==> config.mk <==
export PLATFORM = sky130hd
export DESIGN_NAME = query_key_value_extractor_core_flat
export DESIGN_NICKNAME = d
export VERILOG_FILES = /design/src/qkv_pkg.sv /design/src/qkv_if.sv /design/src/query_key_value_extractor_core.sv /design/src/flat_wrapper.sv
export SDC_FILE = /design/constraint.sdc
export NUM_CORES = 1
export LEC_CHECK = 0
export ABC_AREA = 1
export BUFFER_PORTS_ARGS = -buffer_cell sky130_fd_sc_hd__buf_2
export CAP_MARGIN = 20
export CORE_AREA = 2 2 173 175
export DETAILED_ROUTE_END_ITERATION = 8
export DIE_AREA = 0 0 175 177
export PLACE_DENSITY = 0.53
export SYNTH_ARGS = -nofsm -noshare
export SYNTH_HDL_FRONTEND = slang
export SYNTH_SLANG_ARGS = --single-unit
export TNS_END_PERCENT = 5
==> constraint.sdc <==
create_clock -name i_clk -period 6 [get_ports i_clk]
set_input_delay 1.2 -clock i_clk [delete_from_list [all_inputs] [get_ports i_clk]]
set_output_delay 1.2 -clock i_clk [all_outputs]
set_load 0.1 [all_outputs]
==> src/qkv_pkg.sv <==
// Shared types and constants for the query key/value extractor.
// No dependencies; compiled first.
`default_nettype none

package qkv_pkg;

    localparam int CHAR_W        = 8;
    localparam int MAX_KEY_CHARS = 4;
    localparam int KEY_W         = MAX_KEY_CHARS * CHAR_W;           // 32
    localparam int KEY_LEN_W     = 3;
    localparam int KEY_POS_W     = $clog2(MAX_KEY_CHARS);            // 2
    localparam int MAX_VAL_BUF   = 8;
    localparam int VALUE_BYTES   = MAX_VAL_BUF - 1;                  // 7
    localparam int VALUE_W       = VALUE_BYTES * CHAR_W;             // 56
    localparam int VAL_CNT_W     = 3;
    localparam int MAX_VAL_LEN_W = 4;
    localparam int CFG_IDX_W     = 2;
    localparam int CFG_DATA_W    = KEY_W;

    // Configuration register indexes
    typedef enum logic [CFG_IDX_W-1:0] {
        CFG_KEY_CHARS   = 2'd0,
        CFG_KEY_LENGTH  = 2'd1,
        CFG_MAX_VAL_LEN = 2'd2,
        CFG_UNUSED      = 2'd3
    } t_cfg_idx;

    // Scan phase
    typedef enum logic [1:0] {
        PH_SEARCH    = 2'd0,
        PH_EXPECT_EQ = 2'd1,
        PH_CAPTURE   = 2'd2,
        PH_DONE      = 2'd3
    } t_phase;

    localparam logic [CHAR_W-1:0] CH_NUL = 8'h00;
    localparam logic [CHAR_W-1:0] CH_QM  = 8'h3F;  // '?'
    localparam logic [CHAR_W-1:0] CH_AMP = 8'h26;  // '&'
    localparam logic [CHAR_W-1:0] CH_EQ  = 8'h3D;  // '='
    localparam logic [CHAR_W-1:0] CH_SP  = 8'h20;  // ' '
    localparam logic [CHAR_W-1:0] CH_CR  = 8'h0D;  // '\r'

    localparam logic [KEY_W-1:0]         RST_KEY_CHARS   = 32'h0000_7773;  // "sw"
    localparam logic [KEY_LEN_W-1:0]     RST_KEY_LENGTH  = 3'd2;
    localparam logic [MAX_VAL_LEN_W-1:0] RST_MAX_VAL_LEN = 4'd5;

endpackage

`default_nettype wire

==> src/qkv_if.sv <==
// Valid/ready stream interfaces for character beats in and result beats out.
// Depends on qkv_pkg.
`default_nettype none

interface qkv_in_if;
    logic                      valid;
    logic                      ready;
    logic [qkv_pkg::CHAR_W-1:0] char_code;
    logic                      first_char;

    modport source (output valid, output char_code, output first_char, input ready);
    modport sink   (input valid, input char_code, input first_char, output ready);
endinterface

interface qkv_out_if;
    logic                            valid;
    logic                            ready;
    logic                            found;
    logic [qkv_pkg::VALUE_W-1:0]     value_chars;
    logic [qkv_pkg::VAL_CNT_W-1:0]   value_length;

    modport source (output valid, output found, output value_chars, output value_length,
                    input ready);
    modport sink   (input valid, input found, input value_chars, input value_length,
                    output ready);
endinterface

`default_nettype wire

==> src/query_key_value_extractor_core.sv <==
// Query key/value extractor top level: scan state, config registers, result register.
// Depends on qkv_pkg and the stream interfaces in qkv_if.sv.
`default_nettype none

// One character beat is taken per clock. Each beat updates the scan state
// (phase, key position, previous character, value buffer) through one level of
// compare-and-select logic, and any result it raises sits in the output
// register in the cycle after the beat is accepted. At most one result beat per
// string: found=0 when NUL, space or CR ends the string before "key=" is seen,
// found=1 with the captured value once the value ends ('&', NUL, space, CR) or
// max_value_length-1 characters are held. A key starts only after '?' or '&';
// the first character of a string (first_char=1) has no predecessor. After a
// result, characters are dropped until the next first_char. The input is
// stalled only while an undelivered result holds the output register, so the
// sustained rate is one character per cycle. Configuration writes are meant for
// idle periods only.

module query_key_value_extractor_core (
    input  wire                            i_clk,
    input  wire                            i_rst_n,
    qkv_in_if.sink                         i_in,
    qkv_out_if.source                      o_out,
    input  wire                            i_cfg_we,
    input  wire [qkv_pkg::CFG_IDX_W-1:0]   i_cfg_index,
    input  wire [qkv_pkg::CFG_DATA_W-1:0]  i_cfg_wdata
);
    import qkv_pkg::*;

    // Config registers
    logic [KEY_W-1:0]         r_key_chars;
    logic [KEY_LEN_W-1:0]     r_key_length;
    logic [MAX_VAL_LEN_W-1:0] r_max_val_len;

    // Scan state
    t_phase                   r_phase,    n_phase;
    logic [KEY_POS_W-1:0]     r_key_pos,  n_key_pos;
    logic [CHAR_W-1:0]        r_prev,     n_prev;
    logic [VALUE_W-1:0]       r_val_buf,  n_val_buf;
    logic [VAL_CNT_W-1:0]     r_val_cnt,  n_val_cnt;

    // Result register
    logic                     r_out_valid;
    logic                     r_found,    n_found;
    logic [VALUE_W-1:0]       r_out_val;
    logic [VAL_CNT_W-1:0]     r_out_len;
    logic                     n_emit;

    logic                     in_acc;
    logic                     is_end;      // NUL, space or CR
    logic [KEY_LEN_W-1:0]     key_len;     // saturated to MAX_KEY_CHARS
    logic [VAL_CNT_W-1:0]     val_limit;
    logic [MAX_VAL_LEN_W-1:0] mvl_m1;
    logic [KEY_POS_W-1:0]     kp;
    logic [KEY_LEN_W-1:0]     kp_next;
    logic [CHAR_W-1:0]        key_byte;
    logic [CHAR_W-1:0]        c;
    t_phase                   ph;
    logic [KEY_POS_W-1:0]     kpos;
    logic [CHAR_W-1:0]        prev;
    logic [VALUE_W-1:0]       vbuf;
    logic [VAL_CNT_W-1:0]     vcnt;

    // Output register frees up when it is empty or being drained this cycle.
    assign i_in.ready = !r_out_valid || o_out.ready;
    assign in_acc     = i_in.valid && i_in.ready;

    assign o_out.valid        = r_out_valid;
    assign o_out.found        = r_found;
    assign o_out.value_chars  = r_out_val;
    assign o_out.value_length = r_out_len;

    // ---- config-derived limits ----
    always_comb begin
        key_len = (r_key_length > KEY_LEN_W'(MAX_KEY_CHARS))
                  ? KEY_LEN_W'(MAX_KEY_CHARS) : r_key_length;
        mvl_m1  = r_max_val_len - MAX_VAL_LEN_W'(1);
        if (r_max_val_len == '0) begin
            val_limit = '0;
        end else if (mvl_m1 > MAX_VAL_LEN_W'(VALUE_BYTES)) begin
            val_limit = VAL_CNT_W'(VALUE_BYTES);
        end else begin
            val_limit = mvl_m1[VAL_CNT_W-1:0];
        end
    end

    // ---- per-beat next state ----
    always_comb begin
        c = i_in.char_code;
        // first_char restarts the scan before the character is looked at
        if (i_in.first_char) begin
            ph   = PH_SEARCH;
            kpos = '0;
            prev = '0;
            vbuf = '0;
            vcnt = '0;
        end else begin
            ph   = r_phase;
            kpos = r_key_pos;
            prev = r_prev;
            vbuf = r_val_buf;
            vcnt = r_val_cnt;
        end

        is_end = (c == CH_NUL) || (c == CH_SP) || (c == CH_CR);

        // key position wraps if the key was shortened under it
        kp       = ({1'b0, kpos} >= key_len) ? '0 : kpos;
        key_byte = r_key_chars[kp*CHAR_W +: CHAR_W];
        kp_next  = KEY_LEN_W'(kp) + KEY_LEN_W'(1);

        n_phase   = ph;
        n_key_pos = kpos;
        n_prev    = c;
        n_val_buf = vbuf;
        n_val_cnt = vcnt;
        n_emit    = 1'b0;
        n_found   = 1'b0;

        unique case (ph)
            PH_DONE: begin
            end
            PH_CAPTURE: begin
                if (is_end || c == CH_AMP) begin
                    n_emit  = 1'b1;
                    n_found = 1'b1;
                end else begin
                    if (vcnt < VAL_CNT_W'(VALUE_BYTES)) begin
                        for (int b = 0; b < VALUE_BYTES; b++) begin
                            if (vcnt == VAL_CNT_W'(b)) begin
                                n_val_buf[b*CHAR_W +: CHAR_W] = c;
                            end
                        end
                        n_val_cnt = vcnt + VAL_CNT_W'(1);
                    end
                    if (n_val_cnt >= val_limit) begin
                        n_emit  = 1'b1;
                        n_found = 1'b1;
                    end
                end
            end
            PH_EXPECT_EQ: begin
                if (is_end) begin
                    n_emit = 1'b1;
                end else if (c == CH_EQ) begin
                    n_phase   = PH_CAPTURE;
                    n_val_buf = '0;
                    n_val_cnt = '0;
                    if (val_limit == '0) begin
                        n_emit  = 1'b1;
                        n_found = 1'b1;
                    end
                end else begin
                    n_phase = PH_SEARCH;
                end
            end
            PH_SEARCH: begin
                if (is_end) begin
                    n_emit = 1'b1;
                end else if (key_len != '0 && c == key_byte) begin
                    if (kp == '0 && !(prev == CH_QM || prev == CH_AMP)) begin
                        n_key_pos = '0;
                    end else if (kp_next >= key_len) begin
                        n_key_pos = '0;
                        n_phase   = PH_EXPECT_EQ;
                    end else begin
                        n_key_pos = kp_next[KEY_POS_W-1:0];
                    end
                end else begin
                    n_key_pos = '0;
                end
            end
        endcase

        if (n_emit) begin
            n_phase = PH_DONE;
        end
    end

    // ---- config registers ----
    always_ff @(posedge i_clk) begin
        if (!i_rst_n) begin
            r_key_chars   <= RST_KEY_CHARS;
            r_key_length  <= RST_KEY_LENGTH;
            r_max_val_len <= RST_MAX_VAL_LEN;
        end else if (i_cfg_we) begin
            unique case (t_cfg_idx'(i_cfg_index))
                CFG_KEY_CHARS:   r_key_chars   <= i_cfg_wdata[KEY_W-1:0];
                CFG_KEY_LENGTH:  r_key_length  <= i_cfg_wdata[KEY_LEN_W-1:0];
                CFG_MAX_VAL_LEN: r_max_val_len <= i_cfg_wdata[MAX_VAL_LEN_W-1:0];
                default: begin
                end
            endcase
        end
    end

    // ---- scan state ----
    always_ff @(posedge i_clk) begin
        if (!i_rst_n) begin
            r_phase   <= PH_SEARCH;
            r_key_pos <= '0;
            r_prev    <= '0;
            r_val_buf <= '0;
            r_val_cnt <= '0;
        end else if (in_acc) begin
            r_phase   <= n_phase;
            r_key_pos <= n_key_pos;
            r_prev    <= n_prev;
            r_val_buf <= n_val_buf;
            r_val_cnt <= n_val_cnt;
        end
    end

    // ---- result register ----
    always_ff @(posedge i_clk) begin
        if (!i_rst_n) begin
            r_out_valid <= 1'b0;
        end else if (in_acc) begin
            r_out_valid <= n_emit;
        end else if (o_out.ready) begin
            r_out_valid <= 1'b0;
        end
    end

    always_ff @(posedge i_clk) begin
        if (in_acc && n_emit) begin
            r_found   <= n_found;
            r_out_val <= n_found ? n_val_buf : '0;
            r_out_len <= n_found ? n_val_cnt : '0;
        end
    end

    // ---- assertions ----
    // a miss never carries value data
    a_miss_empty: assert property (@(posedge i_clk) disable iff (!i_rst_n)
        r_out_valid && !r_found |-> (r_out_len == '0) && (r_out_val == '0))
        else $error("miss result carries value data");

    // every result closes the string
    a_emit_done: assert property (@(posedge i_clk) disable iff (!i_rst_n)
        in_acc && n_emit |=> r_phase == PH_DONE)
        else $error("scan not closed after result");

    // nothing more until the next string starts
    a_done_silent: assert property (@(posedge i_clk) disable iff (!i_rst_n)
        in_acc && !i_in.first_char && r_phase == PH_DONE |=> !r_out_valid)
        else $error("second result within one string");

endmodule

`default_nettype wire

==> src/flat_wrapper.sv <==
// flat-port wrapper written by rule: the top's interface ports become plain ports
module query_key_value_extractor_core_flat import qkv_pkg::*;
  (i_clk, i_rst_n, i_cfg_we, i_cfg_index, i_cfg_wdata, i_in_valid, i_in_char_code, i_in_first_char, i_in_ready, o_out_valid, o_out_found, o_out_value_chars, o_out_value_length, o_out_ready);
  qkv_in_if i_in_i ();
  qkv_out_if o_out_i ();
  input  wire i_clk;
  input  wire i_rst_n;
  input  wire i_cfg_we;
  input  wire [qkv_pkg::CFG_IDX_W-1:0] i_cfg_index;
  input  wire [qkv_pkg::CFG_DATA_W-1:0] i_cfg_wdata;
  input wire logic [$bits(i_in_i.valid)-1:0] i_in_valid;
  input wire logic [$bits(i_in_i.char_code)-1:0] i_in_char_code;
  input wire logic [$bits(i_in_i.first_char)-1:0] i_in_first_char;
  output wire logic [$bits(i_in_i.ready)-1:0] i_in_ready;
  output wire logic [$bits(o_out_i.valid)-1:0] o_out_valid;
  output wire logic [$bits(o_out_i.found)-1:0] o_out_found;
  output wire logic [$bits(o_out_i.value_chars)-1:0] o_out_value_chars;
  output wire logic [$bits(o_out_i.value_length)-1:0] o_out_value_length;
  input wire logic [$bits(o_out_i.ready)-1:0] o_out_ready;
  assign i_in_i.valid = i_in_valid;
  assign i_in_i.char_code = i_in_char_code;
  assign i_in_i.first_char = i_in_first_char;
  assign i_in_ready = i_in_i.ready;
  assign o_out_valid = o_out_i.valid;
  assign o_out_found = o_out_i.found;
  assign o_out_value_chars = o_out_i.value_chars;
  assign o_out_value_length = o_out_i.value_length;
  assign o_out_i.ready = o_out_ready;
  query_key_value_extractor_core u_core (.i_clk(i_clk), .i_rst_n(i_rst_n), .i_in(i_in_i), .o_out(o_out_i), .i_cfg_we(i_cfg_we), .i_cfg_index(i_cfg_index), .i_cfg_wdata(i_cfg_wdata));
endmodule
Word level (Yosys, flattened, before mapping)
Cells that the tools add are included.
{ "classes": {"addsub": 3, "magnitude_cmp": 6, "eq_ne": 17, "shift": 1, "muxes": 52, "reduce_logical": 23} }
{ "ops": {"columns": ["operator", "n"], "rows": [
  ["56-bit two-way mux", 5],
  ["56-bit one-hot mux with 2 select lines", 1],
  ["8-bit two-way mux", 8],
  ["8-bit by 6-bit equality test with 1-bit output, second input constant", 5],
  ["32-bit by 6-bit variable part select with 8-bit output", 1],
  ["2-bit two-way mux", 15],
  ["3-bit two-way mux", 10],
  ["3-bit equality test, second input constant", 3],
  ["1-bit two-way mux", 9],
  ["8-bit by 4-bit equality test with 1-bit output, second input constant", 1],
  ["8-bit equality test", 1],
  ["8-bit logical NOT", 1],
  ["3-bit by 2-bit equality test with 1-bit output, second input constant", 2],
  ["3-bit >= comparator", 2],
  ["2-bit logical NOT", 3],
  ["3-bit logical NOT", 2],
  ["3-bit one-hot mux with 2 select lines", 1],
  ["2-bit AND reduction", 3],
  ["1-bit logical OR", 5],
  ["2-bit by 1-bit equality test with 1-bit output, second input constant", 2],
  ["2-bit equality test, second input constant", 2],
  ["4-bit by 3-bit > comparator with 1-bit output, second input constant", 1],
  ["1-bit logical AND", 4],
  ["4-bit logical NOT", 1],
  ["13 further kinds", 14]
]} }
{ "totals": {"reg_bits": 171, "in_bits": 48} }

Depth between registers and ports, before layout
{ "depth": {"ltp_word": 12, "ltp_mapped": 22, "depth_no_buf": 22} }

Least setup slack after synthesis
No wires, ideal clock.
{ "synth_timing": {"kind": "input to register", "startpoint": "input i_in_first_char", "endpoint": "register u_core.r_found, in the netlist u_core.o_out.found (enable)", "arrival_time_ns": 4.090, "required_ns": 5.586, "slack_ns": 1.496, "path_stages": 13, "path_buffers": 0, "path_cell_list": "nor2_1 -> inv_1 -> ha_1 -> or2_2 -> ha_1 -> o21ai_0 -> nand2_1 -> a21oi_1 -> nand2_2 -> nand2_2 -> nand3_1 -> nand3_1 -> inv_1"} }
{ "synth_between": {"elab_chain_cells": 10} }
{ "synth_lines": {"columns": ["item", "line", "text"], "rows": [
  ["from (decl)", "flat_wrapper.sv:13", "input wire logic [$bits(i_in_i.first_char)-1:0] i_in_first_char;"],
  ["3-bit two-way mux", "query_key_value_extractor_core.sv:90", "if (i_in.first_char) begin"],
  ["3-bit by 1-bit adder with 3-bit output or 3-bit less-than comparator (tied branches)", "query_key_value_extractor_core.sv:133, query_key_value_extractor_core.sv:127", null],
  ["3-bit two-way mux", "query_key_value_extractor_core.sv:127", "if (vcnt < VAL_CNT_W'(VALUE_BYTES)) begin"],
  ["3-bit two-way mux", "query_key_value_extractor_core.sv:123", "if (is_end || c == CH_AMP) begin"],
  ["3-bit two-way mux", "query_key_value_extractor_core.sv:119", "unique case (ph)"],
  ["3-bit >= comparator", "query_key_value_extractor_core.sv:135", "if (n_val_cnt >= val_limit) begin"],
  ["1-bit two-way mux", "query_key_value_extractor_core.sv:135", null],
  ["1-bit two-way mux", "query_key_value_extractor_core.sv:123", null],
  ["1-bit one-hot mux with 3 select lines *", "query_key_value_extractor_core.sv:119", null],
  ["1-bit logical AND *", "query_key_value_extractor_core.sv:225", "if (in_acc && n_emit) begin"],
  ["to (signal assigned)", "query_key_value_extractor_core.sv:226", "r_found <= n_found;"],
  ["to (decl)", "query_key_value_extractor_core.sv:43", "logic r_found, n_found;"]
]} }
Mark *: on every way between the ends. The rest lies on a longest branch, timed or not. The select of a mux whose other input is x is not followed.
A chain may end at the register's enable or synchronous reset.

Worst setup path in the final report
{ "layout_timing": {"startpoint": "input i_in_first_char", "endpoint": "register u_core.r_key_pos[0]"} }
{ "layout_between": {"elab_chain_cells": 10} }
{ "layout_lines": {"columns": ["item", "line", "text"], "rows": [
  ["parallel branches: the longest is 9 deep, another holds 2-bit by 3-bit >= comparator with 1-bit output", null, null],
  ["2-bit two-way mux *", "query_key_value_extractor_core.sv:119", null],
  ["to (signal assigned)", "query_key_value_extractor_core.sv:206", "r_key_pos <= n_key_pos;"],
  ["to (decl)", "query_key_value_extractor_core.sv:36", "logic [KEY_POS_W-1:0] r_key_pos, n_key_pos;"]
]} }
Every way passes the cells marked *.

==> flow_summary.toml <==
[global_routing]
met2_usage_pct = 28.2
grt_use_met3_pct = 3.01
grt.met1_usage_pct = 23.1
grt_pass1_vias = 7963
antenna_found_initial = 0
grt.overflow.total = 0
grt_most_used_layer = "met2"
grt_pass1_wl_mm = 42.3
grt_start_max_net_pins = 78
grt_usage_pct = 17.2

[power_and_ir_drop]
p_per_area_nw_per_um2 = 252
power.leakage_nw = 5.06
pwr-share-clk_pct = 41.8
internal_power_mw = 1.91
switchingPower_mw = 0.795
p_comb_share_pct = 11.7
p_seq_share_pct = 46.5
ir_drop_mv = 0.152
sw_frac_of_total_pct = 29.4

[critical_path]
crit_required_ns = 6.38
worst-r2r-setup-slack_ns = 2.31
startpoint = "i_in_first_char"
cp-start-kind = "primary input"
r2r-start = "u_core.r_key_pos[0]"
arrival_ns = 4.62
worstPathMaxFanout = 12
critPathCaptureType = "flop"
reg2reg_to = "u_core.r_key_pos[0]"
cp-endpoint = "u_core.r_key_pos[0]"
reg2reg_depth = 20
critPathKind = "in2reg"

[place]
routabilityCongestion = 0.804
port_buffers = 109
dp_hpwl_mm = 16.3

[layout]
diodes = 0
syn_to_final_growth_pct = 13.6
drive_gt1_share_pct = 16.2
nets = 1386
final_cell_mix = "318 x nand2_1, 124 x o21ai_0, 122 x a21oi_1"
final_common_cell = "nand2_1"

[timing]
tightest_slew_ns = 0.993
hold_slack_ns = 0.455
setup-violations-final = 0
slew_headroom_pct = 33.7
setup_tns_ns = 0
hold_violations = 0
rsz0062_at_grt = "no"
min_period_ns = 4.24
fmax_mhz = 236
skew_ns = 0.00794
maxSlewViolCount = 0
fin_crit_sh_pct = 70.7

[logic_synthesis]
ys_seq_area_share_pct = 42.6
synth-async-reset-ratio_pct = 0
synth_cells = 1272
ys_seq_elements = 171
ys.flop_type = "dfxtp_1"
post_synth.cell_area_avg_sq_um = 7.42
ys_warn_count = 0
syn_nets = 1341
syn_area_sq_um = 9440
yosysUniqueCellTypes = 42
synth_edf_count = 60

[min_path]
holdPathStages = 2
worstHoldPathType = "reg2reg"

[clocking]
root_buffer = "clkbuf_16"
cts_sinks = 171
clkTransAtPathRegs_ns = 0.08
holdBufCountCts = 0
post-cts-setup-buffers = 0
clkLatencyLatePin_ns = 0.45
cts-buffers-inserted = 17
h-tree-depth = 4
clock_path_buffers = 2
post_cts_resize_count = 0
cts_tree = "yes"

[drt]
drcViolationCount = 0
dr.pass1.iters = 5
drtAntennaViolNets = 0
drt-initial-drc-count = 638
wl_mm = 26.1
wl_per_cell_um = 15.2
drt-vias-per-instance = 4.98
vias = 8566

[floorplanning]
rows = 63
die_w_um = 175
pin_count = 110
core-area_sq_um = 29200
initial_utilization_pct = 32.3
dieArea_sq_um = 31000
fp.dieH_um = 177

[run]
max-cap-violations = 0

[outcome]
status = "finished, final reports clean"
registers in the layout, summed over array words and instances, names as in the netlist:
register                   cells
u_core.r_key_length            3
u_core.o_out.found             1
u_core.r_max_val_len           4
u_core.r_val_buf              56
u_core.r_prev                  8
u_core.r_key_chars            32
u_core.o_out.value_chars      56
u_core.r_key_pos               2
u_core.o_out.value_length      3
u_core.o_out.valid             1
u_core.r_phase                 2
u_core.r_val_cnt               3
power groups by stage:
stage	clock network [mW]	logic, mW	registers [mW]
2_1_floorplan	0	0.232	1.28
3_3_place_gp	0	0.313	1.29
3_5_place_dp	0	0.316	1.29
4_1_cts	1.16	0.317	1.26
5_1_grt	1.20	0.358	1.27
6_report	1.13	0.316	1.26
critical path, stage by stage:
cell and delay (ns):
buf_2 0.16, nor2_4 0.31, inv_1 0.16, ha_1 0.31
inv_1 0.06, nand2_1 0.04, nand2_1 0.05, nand2_1 0.04
nand2_1 0.22, nand2_1 0.31, inv_1 0.38, ha_1 0.32
ha_1 0.28, a21oi_1 0.14, inv_1 0.05, a21oi_1 0.16
inv_1 0.06, nor2_1 0.13, nand4_1 0.11, a21oi_1 0.13
through the flow:
| stage | power [mW] | setup WS (ns) | area [sq um] | util, % | std cells |
|---|---|---|---|---|---|
| after global placement | 1.60 | 1.46 | 10100 | 34.7 | 1688 |
| final | 2.71 | 1.76 | 10700 | 36.7 | 1720 |
| after CTS | 2.74 | 1.83 | 10700 | 36.7 | 1720 |
| after detailed placement | 1.60 | 1.37 | 10100 | 34.7 | 1688 |
| after floorplan | 1.51 | 1.50 | 9440 | - | 1272 |
| after global routing | 2.83 | 1.43 | 10700 | 36.7 | 1720 |
cell families (layout without fill, tap and decap cells):
family	count (synthesis)	after routing	synth area share [%]
buffers and inverters	218	276	9.73
adder cells (fa/ha/maj)	21	21	2.78
XOR/XNOR	2	2	0.186
AO/OA/AOI/OAI	335	335	19.9
AND/OR/NAND/NOR	525	525	24.8
flip-flops	171	171	42.6
synthesized netlist by cell type, types with 2 or more instances:
master | count | area (sq um)
nand2_1 | 318 | 1190
o21ai_0 | 124 | 621
a21oi_1 | 122 | 611
inv_1 | 117 | 439
dfxtp_1 | 111 | 2220
nand3_1 | 102 | 510
o211ai_1 | 69 | 518
clkbuf_1 | 62 | 233
edfxtp_1 | 60 | 1800
nor2_1 | 41 | 154
nor2_2 | 32 | 200
ha_1 | 21 | 263
o21ai_1 | 13 | 65.1
buf_4 | 12 | 90.1
buf_2 | 10 | 50.1
nand4_1 | 9 | 56.3
nand2_2 | 6 | 37.5
buf_1 | 4 | 15.0
buf_6 | 4 | 45.0
nor3_2 | 4 | 40.0
inv_2 | 3 | 11.3
inv_4 | 3 | 18.8
a31oi_1 | 2 | 12.5
clkinv_1 | 2 | 7.51
nand3_2 | 2 | 20.0
nand3_4 | 2 | 35.0
or2_2 | 2 | 12.5
worst min-delay path by stage:
stage                                 from                     end  slack [ns]
global route         u_core.r_key_chars[6]   u_core.r_key_chars[6]        0.49
finish              u_core.r_key_chars[22]  u_core.r_key_chars[22]        0.46
global placement     u_core.r_key_chars[6]   u_core.r_key_chars[6]        0.44
detailed placement   u_core.r_key_chars[6]   u_core.r_key_chars[6]        0.45
CTS                 u_core.r_key_chars[22]  u_core.r_key_chars[22]        0.46
floorplan           u_core.r_key_length[1]  u_core.r_key_length[1]        0.43
per-layer routing:
layer  up-vias  routed length, um  part of all wire (%)
met1      3947              12600                    48
met2       212              12000                    46
li1       4373                  -                     -
met4         0                463                   1.8
met3        34               1160                   4.4
met5         -                  0                     0
area by class of cell:
cell class              count  area (sq um)
clock buffers              18           450
clock inverters            14           146
repair buffers            118           626
inverters                 126           487
flip-flops and latches    171          4020
fillers                  3078         18500
multi-input cells         883          4510
well taps                 390           488
No activity file was read; power rests on OpenSTA's default activity.
